===== config.mk =====
export PLATFORM = sky130hd
export DESIGN_NAME = mqtt_stream_packet_deframer_core
export DESIGN_NICKNAME = d
export VERILOG_FILES = /design/src/hdl/mspd_pkg.sv /design/src/hdl/mqtt_stream_packet_deframer_core.sv /design/src/hdl/mspd_regs.sv /design/src/hdl/mspd_parse.sv
export SDC_FILE = /design/constraint.sdc
export NUM_CORES = 1
export LEC_CHECK = 0
export BUFFER_PORTS_ARGS = -buffer_cell sky130_fd_sc_hd__buf_2
export CAP_MARGIN = 20
export CORE_MARGIN = 2
export CORE_UTILIZATION = 65
export CTS_CLUSTER_DIAMETER = 200
export DETAILED_ROUTE_END_ITERATION = 7
export PLACE_DENSITY = 0.87
export SLEW_MARGIN = 20
export SYNTH_ARGS = -nofsm -noshare
export SYNTH_HDL_FRONTEND = slang
export SYNTH_HIERARCHICAL = 1
export SYNTH_SLANG_ARGS = --single-unit

===== constraint.sdc =====
create_clock -name clk -period 16.6 [get_ports clk]
set_input_delay 0 -clock clk [delete_from_list [all_inputs] [get_ports clk]]
set_output_delay 0 -clock clk [all_outputs]
set_load 0.05 [all_outputs]

===== src/hdl/mspd_pkg.sv =====
// Package for the MQTT stream packet deframer: parser phase and result kind
// codes, the result record and the register reset value. No dependencies.
package mspd_pkg;

    typedef enum logic [1:0] {
        PH_FIRST = 2'd0,
        PH_LEN   = 2'd1,
        PH_BODY  = 2'd2,
        PH_STALL = 2'd3
    } phase_t;

    typedef enum logic [1:0] {
        KIND_HEADER    = 2'd0,
        KIND_BODY      = 2'd1,
        KIND_MALFORMED = 2'd2,
        KIND_OVERSIZE  = 2'd3
    } kind_t;

    localparam int unsigned MAX_W = 29;
    localparam int unsigned LEN_W = 28;
    localparam logic [MAX_W-1:0] MAX_RESET = 29'd1024;

    localparam logic [2:0] ADDR_MAX_PACKET = 3'd0;

    // Number of length bytes after which a set continuation bit is malformed.
    localparam logic [2:0] LEN_BYTES_MAX = 3'd4;

    typedef struct packed {
        kind_t             kind;
        logic [3:0]        packet_type;
        logic [3:0]        packet_flags;
        logic [LEN_W-1:0]  remaining_length;
        logic [7:0]        data_byte;
        logic              last;
    } result_t;

endpackage


===== src/hdl/mqtt_stream_packet_deframer_core.sv =====
// MQTT 3.1.1 fixed-header deframer: splits a byte stream into header, body and
// error transactions; a result is formed when its byte is taken and then registered.
// Throughput: one byte per cycle unless stalled; parser state updates in the accept cycle.
// A two-entry output stage (result register plus skid register) takes one more result
// while the output is stalled; the input stalls only while the skid entry is full.
// Reset clears all but the output data at once and sets the maximum packet size to 1024.
module mqtt_stream_packet_deframer_core
(
    input  logic         clk,
    input  logic         rst_n,
    input  logic         psel,
    input  logic         penable,
    input  logic         pwrite,
    input  logic [2:0]   paddr,
    input  logic [31:0]  pwdata,
    output logic [31:0]  prdata,
    output logic         pready,
    input  logic         in_valid,
    output logic         in_stall,
    input  logic [7:0]   rx_byte,
    output logic         out_valid,
    input  logic         out_stall,
    output logic [1:0]   kind,
    output logic [3:0]   packet_type,
    output logic [3:0]   packet_flags,
    output logic [27:0]  remaining_length,
    output logic [7:0]   data_byte,
    output logic         last
);

    logic [mspd_pkg::MAX_W-1:0] max_packet_bytes;
    logic                       byte_fire;
    logic                       res_valid;
    mspd_pkg::result_t          res;

    logic                       out_valid_reg, out_valid_next;
    logic                       skid_valid_reg, skid_valid_next;
    mspd_pkg::result_t          out_data_reg, out_data_next;
    mspd_pkg::result_t          skid_data_reg, skid_data_next;
    logic                       out_take;

    mspd_regs u_regs
    (
        .clk              (clk),
        .rst_n            (rst_n),
        .psel             (psel),
        .penable          (penable),
        .pwrite           (pwrite),
        .paddr            (paddr),
        .pwdata           (pwdata),
        .prdata           (prdata),
        .pready           (pready),
        .max_packet_bytes (max_packet_bytes)
    );

    assign in_stall  = skid_valid_reg;
    assign byte_fire = in_valid && !skid_valid_reg;

    mspd_parse u_parse
    (
        .clk              (clk),
        .rst_n            (rst_n),
        .byte_fire        (byte_fire),
        .rx_byte          (rx_byte),
        .max_packet_bytes (max_packet_bytes),
        .res_valid        (res_valid),
        .res              (res)
    );

    assign out_take = out_valid_reg && !out_stall;

    always_comb
    begin
        out_valid_next  = out_valid_reg;
        skid_valid_next = skid_valid_reg;
        out_data_next   = out_data_reg;
        skid_data_next  = skid_data_reg;
        if (skid_valid_reg)
        begin
            // Input is stalled; drain the skid entry once the output moves.
            if (out_take)
            begin
                out_data_next   = skid_data_reg;
                skid_valid_next = 1'b0;
            end
        end
        else if (res_valid)
        begin
            if (!out_valid_reg || out_take)
            begin
                out_data_next  = res;
                out_valid_next = 1'b1;
            end
            else
            begin
                skid_data_next  = res;
                skid_valid_next = 1'b1;
            end
        end
        else if (out_take)
        begin
            out_valid_next = 1'b0;
        end
    end

    always_ff @(posedge clk or negedge rst_n)
    begin
        if (!rst_n)
        begin
            out_valid_reg  <= 1'b0;
            skid_valid_reg <= 1'b0;
        end
        else
        begin
            out_valid_reg  <= out_valid_next;
            skid_valid_reg <= skid_valid_next;
        end
    end

    always_ff @(posedge clk)
    begin
        out_data_reg  <= out_data_next;
        skid_data_reg <= skid_data_next;
    end

    assign out_valid        = out_valid_reg;
    assign kind             = out_data_reg.kind;
    assign packet_type      = out_data_reg.packet_type;
    assign packet_flags     = out_data_reg.packet_flags;
    assign remaining_length = out_data_reg.remaining_length;
    assign data_byte        = out_data_reg.data_byte;
    assign last             = out_data_reg.last;

endmodule


===== src/hdl/mspd_regs.sv =====
// Configuration register file of the deframer, reached through an APB-style port.
// Depends on mspd_pkg.
module mspd_regs
(
    input  logic                           clk,
    input  logic                           rst_n,
    input  logic                           psel,
    input  logic                           penable,
    input  logic                           pwrite,
    input  logic [2:0]                     paddr,
    input  logic [31:0]                    pwdata,
    output logic [31:0]                    prdata,
    output logic                           pready,
    output logic [mspd_pkg::MAX_W-1:0]     max_packet_bytes
);

    logic [mspd_pkg::MAX_W-1:0] max_reg;
    logic [mspd_pkg::MAX_W-1:0] max_next;
    logic                       wr_en;

    assign pready = 1'b1;
    assign wr_en  = psel && penable && pwrite && (paddr == mspd_pkg::ADDR_MAX_PACKET);

    always_comb
    begin
        max_next = max_reg;
        if (wr_en)
        begin
            max_next = pwdata[mspd_pkg::MAX_W-1:0];
        end
    end

    always_ff @(posedge clk or negedge rst_n)
    begin
        if (!rst_n)
        begin
            max_reg <= mspd_pkg::MAX_RESET;
        end
        else
        begin
            max_reg <= max_next;
        end
    end

    always_comb
    begin
        prdata = 32'd0;
        if (paddr == mspd_pkg::ADDR_MAX_PACKET)
        begin
            prdata = {3'd0, max_reg};
        end
    end

    assign max_packet_bytes = max_reg;

endmodule


===== src/hdl/mspd_parse.sv =====
// Per-byte header parser: tracks the fixed header, the remaining length and the
// body count, and forms at most one result per accepted byte. Depends on mspd_pkg.
module mspd_parse
(
    input  logic                           clk,
    input  logic                           rst_n,
    input  logic                           byte_fire,
    input  logic [7:0]                     rx_byte,
    input  logic [mspd_pkg::MAX_W-1:0]     max_packet_bytes,
    output logic                           res_valid,
    output mspd_pkg::result_t              res
);

    mspd_pkg::phase_t               phase_reg, phase_next;
    logic [7:0]                     first_byte_reg, first_byte_next;
    logic [mspd_pkg::LEN_W-1:0]     accum_reg, accum_next;
    logic [2:0]                     count_reg, count_next;
    logic [mspd_pkg::LEN_W-1:0]     body_left_reg, body_left_next;
    logic                           dropping_reg, dropping_next;

    logic [mspd_pkg::LEN_W-1:0]     addend;
    logic [mspd_pkg::LEN_W-1:0]     accum_new;
    logic [2:0]                     count_new;
    logic [mspd_pkg::MAX_W-1:0]     total;
    logic                           is_last;

    // Length groups arrive least significant first, seven bits each.
    always_comb
    begin
        case (count_reg[1:0])
            2'd0:    addend = {21'd0, rx_byte[6:0]};
            2'd1:    addend = {14'd0, rx_byte[6:0], 7'd0};
            2'd2:    addend = {7'd0, rx_byte[6:0], 14'd0};
            default: addend = {rx_byte[6:0], 21'd0};
        endcase
    end

    assign accum_new = accum_reg + addend;
    assign count_new = count_reg + 3'd1;
    assign total     = {1'b0, accum_new} + {26'd0, count_new} + 29'd1;
    assign is_last   = (body_left_reg <= 28'd1);

    always_comb
    begin
        phase_next      = phase_reg;
        first_byte_next = first_byte_reg;
        accum_next      = accum_reg;
        count_next      = count_reg;
        body_left_next  = body_left_reg;
        dropping_next   = dropping_reg;
        res_valid       = 1'b0;
        res.kind             = mspd_pkg::KIND_HEADER;
        res.packet_type      = first_byte_reg[7:4];
        res.packet_flags     = first_byte_reg[3:0];
        res.remaining_length = accum_reg;
        res.data_byte        = 8'd0;
        res.last             = 1'b0;

        if (byte_fire)
        begin
            case (phase_reg)
                mspd_pkg::PH_FIRST:
                begin
                    first_byte_next = rx_byte;
                    accum_next      = '0;
                    count_next      = 3'd0;
                    body_left_next  = '0;
                    dropping_next   = 1'b0;
                    phase_next      = mspd_pkg::PH_LEN;
                end
                mspd_pkg::PH_LEN:
                begin
                    accum_next = accum_new;
                    count_next = count_new;
                    res.remaining_length = accum_new;
                    if (rx_byte[7])
                    begin
                        if (count_new >= mspd_pkg::LEN_BYTES_MAX)
                        begin
                            phase_next           = mspd_pkg::PH_STALL;
                            res_valid            = 1'b1;
                            res.kind             = mspd_pkg::KIND_MALFORMED;
                            res.remaining_length = '0;
                        end
                    end
                    else
                    begin
                        body_left_next = accum_new;
                        res_valid      = 1'b1;
                        phase_next     = (accum_new != '0) ? mspd_pkg::PH_BODY
                                                           : mspd_pkg::PH_FIRST;
                        if (total > max_packet_bytes)
                        begin
                            res.kind      = mspd_pkg::KIND_OVERSIZE;
                            dropping_next = (accum_new != '0);
                        end
                        else
                        begin
                            res.kind      = mspd_pkg::KIND_HEADER;
                            res.last      = (accum_new == '0);
                            dropping_next = 1'b0;
                        end
                    end
                end
                mspd_pkg::PH_BODY:
                begin
                    body_left_next = is_last ? '0 : body_left_reg - 28'd1;
                    if (is_last)
                    begin
                        phase_next    = mspd_pkg::PH_FIRST;
                        dropping_next = 1'b0;
                    end
                    if (!dropping_reg)
                    begin
                        res_valid     = 1'b1;
                        res.kind      = mspd_pkg::KIND_BODY;
                        res.data_byte = rx_byte;
                        res.last      = is_last;
                    end
                end
                default:
                begin
                    // A malformed header leaves the parser here until reset.
                    phase_next = mspd_pkg::PH_STALL;
                end
            endcase
        end
    end

    always_ff @(posedge clk or negedge rst_n)
    begin
        if (!rst_n)
        begin
            phase_reg      <= mspd_pkg::PH_FIRST;
            first_byte_reg <= 8'd0;
            accum_reg      <= '0;
            count_reg      <= 3'd0;
            body_left_reg  <= '0;
            dropping_reg   <= 1'b0;
        end
        else
        begin
            phase_reg      <= phase_next;
            first_byte_reg <= first_byte_next;
            accum_reg      <= accum_next;
            count_reg      <= count_next;
            body_left_reg  <= body_left_next;
            dropping_reg   <= dropping_next;
        end
    end

endmodule


==> impl_summary.log <==
[metrics] result of the run: finished clean
[metrics] clock tree from TritonCTS: built
[metrics] total gr overflow: 0
[metrics] CP Data Arrival Time: 7.92 ns
[metrics] flip-flop and latch count after synthesis: 195
[metrics] largest net degree at the start of global routing: 75
[metrics] number of global-route vias before repair: 9791
[metrics] leakage power total: 6.25 nW
[metrics] number of max-capacitance violations reported: 0
[metrics] Num Clock Sinks: 195
[metrics] combined global-route utilization of all metal layers: 0.334
[metrics] post-route insts no fill: 1614
[metrics] Worst Setup End Kind: register
[metrics] WP data required: 16.79 ns
[metrics] Total Neg Setup Slack: 0 ns
[metrics] Max Clk Rate: 0.129 GHz
[metrics] layout-stage area growth over the synthesis result: 13.6%
[metrics] vias after detailed routing: 10300
[metrics] length of the first detailed-routing pass in iterations: 6
[metrics] buffer levels on the longest clock path: 2
[metrics] core area: 18700 µm²
[metrics] post-synthesis sequential area ratio: 0.431
[metrics] number of antenna violations at the first check in global routing: 1
[metrics] number of DRC violations after detailed routing: 0
[metrics] Top-Level Pins: 132
[metrics] Chip Height: 142 µm
[metrics] total placed cells including tap cells: 1546
[metrics] insertion delay of the later-clocked pin in the worst-skew pair: 0.44 ns
[metrics] Synth warnings: 6
[metrics] number of instances in the synthesized netlist: 1230
[metrics] synthesized area divided by synthesized cell count: 10.1 µm²
[metrics] Worst setup SP type: register
[metrics] clock slew seen by the registers of the worst setup and hold paths: 0.08 ns
[metrics] Slew Limit Headroom: 0.314
[metrics] Horiz. Die Dim: 142 µm
[metrics] Final Slew Violations: 0
[metrics] setup ws final: 8.87 ns
[metrics] port bufs: 124
[metrics] most used flip-flop cell after synthesis: dfrtp_1
[metrics] violation count after the first detailed-routing iteration: 1182
[metrics] Synth async-reset ratio: 0.518
[metrics] unrepaired setup endpoints after global routing: false
[metrics] R2R setup slack: 8.87 ns
[metrics] max FFs per register: 47
[metrics] # rows: 50
[metrics] path category of the worst min-delay check: in2async
[metrics] die area: 20200 µm²
[metrics] count of instances resized after the clock tree is built: 0
[metrics] number of setup violations in the final report: 0
[metrics] Wirelength per Cell: 20.6 µm
[metrics] RR Startpoint: u_parse/count_reg[0]
[metrics] share of the cycle needed by the critical path after routing: 0.465
[metrics] final-report hold violation count: 0
[metrics] largest fanout on the critical path: 9
[metrics] global-route wire length before repair: 52200 µm
[metrics] Util after Layout: 0.753
[metrics] effective utilization at floorplan: 0.663
[metrics] weighted congestion reported at the end of routability-driven placement: 0.970
[metrics] count of unique library cells instantiated by Yosys: 79
[metrics] Setup Skew: 0.0179 ns
[metrics] end of the worst register-to-register path: kind[0]
[metrics] slew at the pin closest to its max-slew limit: 1.03 ns
[metrics] Clock Tree Root: clkbuf_16
[metrics] Total Nets Final: 1489
[metrics] Place WS: 9.07 ns
[metrics] type of the worst setup path: reg2reg
[metrics] mapped cell area: 12400 µm²
[metrics] proportion of layout cells with a drive suffix above 1: 0.204
[metrics] sum of routed wire length over all layers: 33300 µm
[metrics] HPWL after DPL: 23200 µm
[metrics] pwr dens: 174 nW/µm²
[metrics] post-DR vias/cell: 6.35
[metrics] number of flops mapped to enable cells by yosys: 94
[metrics] final critical-path required period: 7.73 ns
[metrics] CTS H-Tree Depth: 4
[metrics] number of antenna diodes: 0
[metrics] Post-CTS Repair Setup Buffers: 0
[metrics] Antenna Violating Nets Remaining: 0
[metrics] peak supply drop: 0.141 mV
[metrics] CTS buffer count: 17
[metrics] worst reg2reg path depth: 24
[repair_timing]
item	4_1_cts	5_1_grt
hold endpoints to repair	61	0
endpoints found under the setup margin	0	0
hold buffers	34	0
[report_power, final]
group	leakage [nW]	total, mW	internal (mW)	switching, mW
logic	3.72	1.32	0.478	0.845
clock network	0.294	0.415	0.204	0.211
registers	2.23	0.714	0.637	0.0776
[cells in the final DEF (no fill, tap or decap), drive strengths merged, types with 7 or more instances in the layout]
master and count:
nand2 159, buf 138, o21ai 125, dfrtp 100, edfxtp 94, mux2 84
ha 70, and2 63, inv 61, nor2 54, a21oi 50, dlygate4sd3 34
xnor2 29, nor3 26, a22o 25, and3 19, nand3 19, xor2 18
clkbuf 17, nand2b 12, a21o 12, nand4 12, nor2b 12, clkinv 11
o211ai 10, a211oi 10, nor4 9, or2 7, or3 7
[worst max-delay path, cell delays in order, from the launching register on]
cell and delay [ns]:
dfrtp_1 0.46, ha_1 0.39, nor2b_1 0.45, and2_1 0.20, ha_1 0.30, a21oi_1 0.43
o211ai_1 0.22, a211oi_1 0.75, xor2_1 0.30, nor3_1 0.22, nor3b_1 0.59, and4_1 0.31
nor2b_1 0.27, xor2_1 0.21, ha_1 0.27, a21oi_1 0.15, nor2b_1 0.06, o21ai_0 0.14
nand2b_1 0.08, a211oi_1 0.28, o221ai_1 0.16, o21ai_0 0.65, nor3_1 0.09, o21ba_2 0.24
mux2_4 0.27
[cell usage after synthesis, types with 6 or more instances]
master / instances / area, µm²
nand3_1: 19 / 95.1
nor2b_1: 11 / 68.8
or3_1: 6 / 37.5
edfxtp_1: 94 / 2820
nor4_1: 8 / 50.1
a211oi_1: 9 / 67.6
o211ai_1: 10 / 75.1
nand2_1: 159 / 597
mux2_2: 28 / 315
nand4_1: 12 / 75.1
o21ai_0: 124 / 621
buf_12: 6 / 120
and3_1: 19 / 119
o41ai_1: 6 / 52.6
nand2b_1: 12 / 75.1
nor2_1: 54 / 203
xor2_1: 18 / 158
a21oi_1: 49 / 245
clkbuf_1: 39 / 146
dfrtp_1: 100 / 2500
a21o_1: 12 / 90.1
xnor2_1: 29 / 254
ha_1: 70 / 876
nor3_1: 25 / 125
o21a_1: 6 / 45.0
a22o_1: 25 / 219
or2_2: 7 / 43.8
mux2_4: 56 / 841
inv_1: 56 / 210
and2_1: 61 / 382
o31ai_1: 6 / 45.0
[worst max-delay path by stage]
stage / from / end / slack, ns
floorplan: u_parse/count_reg[0] / kind[0] / 10.60
global placement: u_parse/count_reg[0] / kind[0] / 9.20
detailed placement: u_parse/count_reg[0] / kind[0] / 9.07
CTS: u_parse/count_reg[0] / kind[0] / 9.02
global route: u_parse/count_reg[0] / kind[0] / 8.40
finish: u_parse/count_reg[0] / kind[0] / 8.87
[layer usage]
layer	up-vias	track usage	share of wire
met5	-	0	0.00045
met4	2	0.140	0.043
met3	116	0.0542	0.079
met2	559	0.546	0.47
met1	4851	0.444	0.41
li1	4724	-	-
[stage by stage]
step | power, mW | hold WS [ns] | instance area (µm²)
3_5_place_dp | 1.99 | -0.0612 | 13100
3_3_place_gp | 1.95 | -0.0677 | 13100
5_1_grt | 2.60 | 0.0261 | 14100
2_1_floorplan | 1.71 | -0.296 | 12400
6_report | 2.45 | 0.0211 | 14100
4_1_cts | 2.41 | 0.0100 | 14000
[layout make-up]
| cell class | count | area (µm²) |
|---|---|---|
| Multi-Input combinational cell | 924 | 6520 |
| Sequential cell | 195 | 5350 |
| Fill cell | 1252 | 4610 |
| Timing Repair Buffer | 172 | 1110 |
| Clock buffer | 17 | 425 |
| Tap cell | 234 | 293 |
| Inverter | 57 | 214 |
| Clock inverter | 15 | 183 |
[logic make-up (layout without fill, tap and decap cells)]
family / after synthesis / count (layout) / share of synthesized area
other cells: 2 / 4 / 0.000606
mux: 86 / 86 / 0.0948
fa+ha+maj: 72 / 72 / 0.0739
simple gates: 422 / 422 / 0.172
xor+xnor: 47 / 47 / 0.0332
buf+inv: 113 / 261 / 0.0453
compound gates: 293 / 293 / 0.149
flops: 195 / 195 / 0.431
Note: power is estimated with default switching activity, not from simulation.
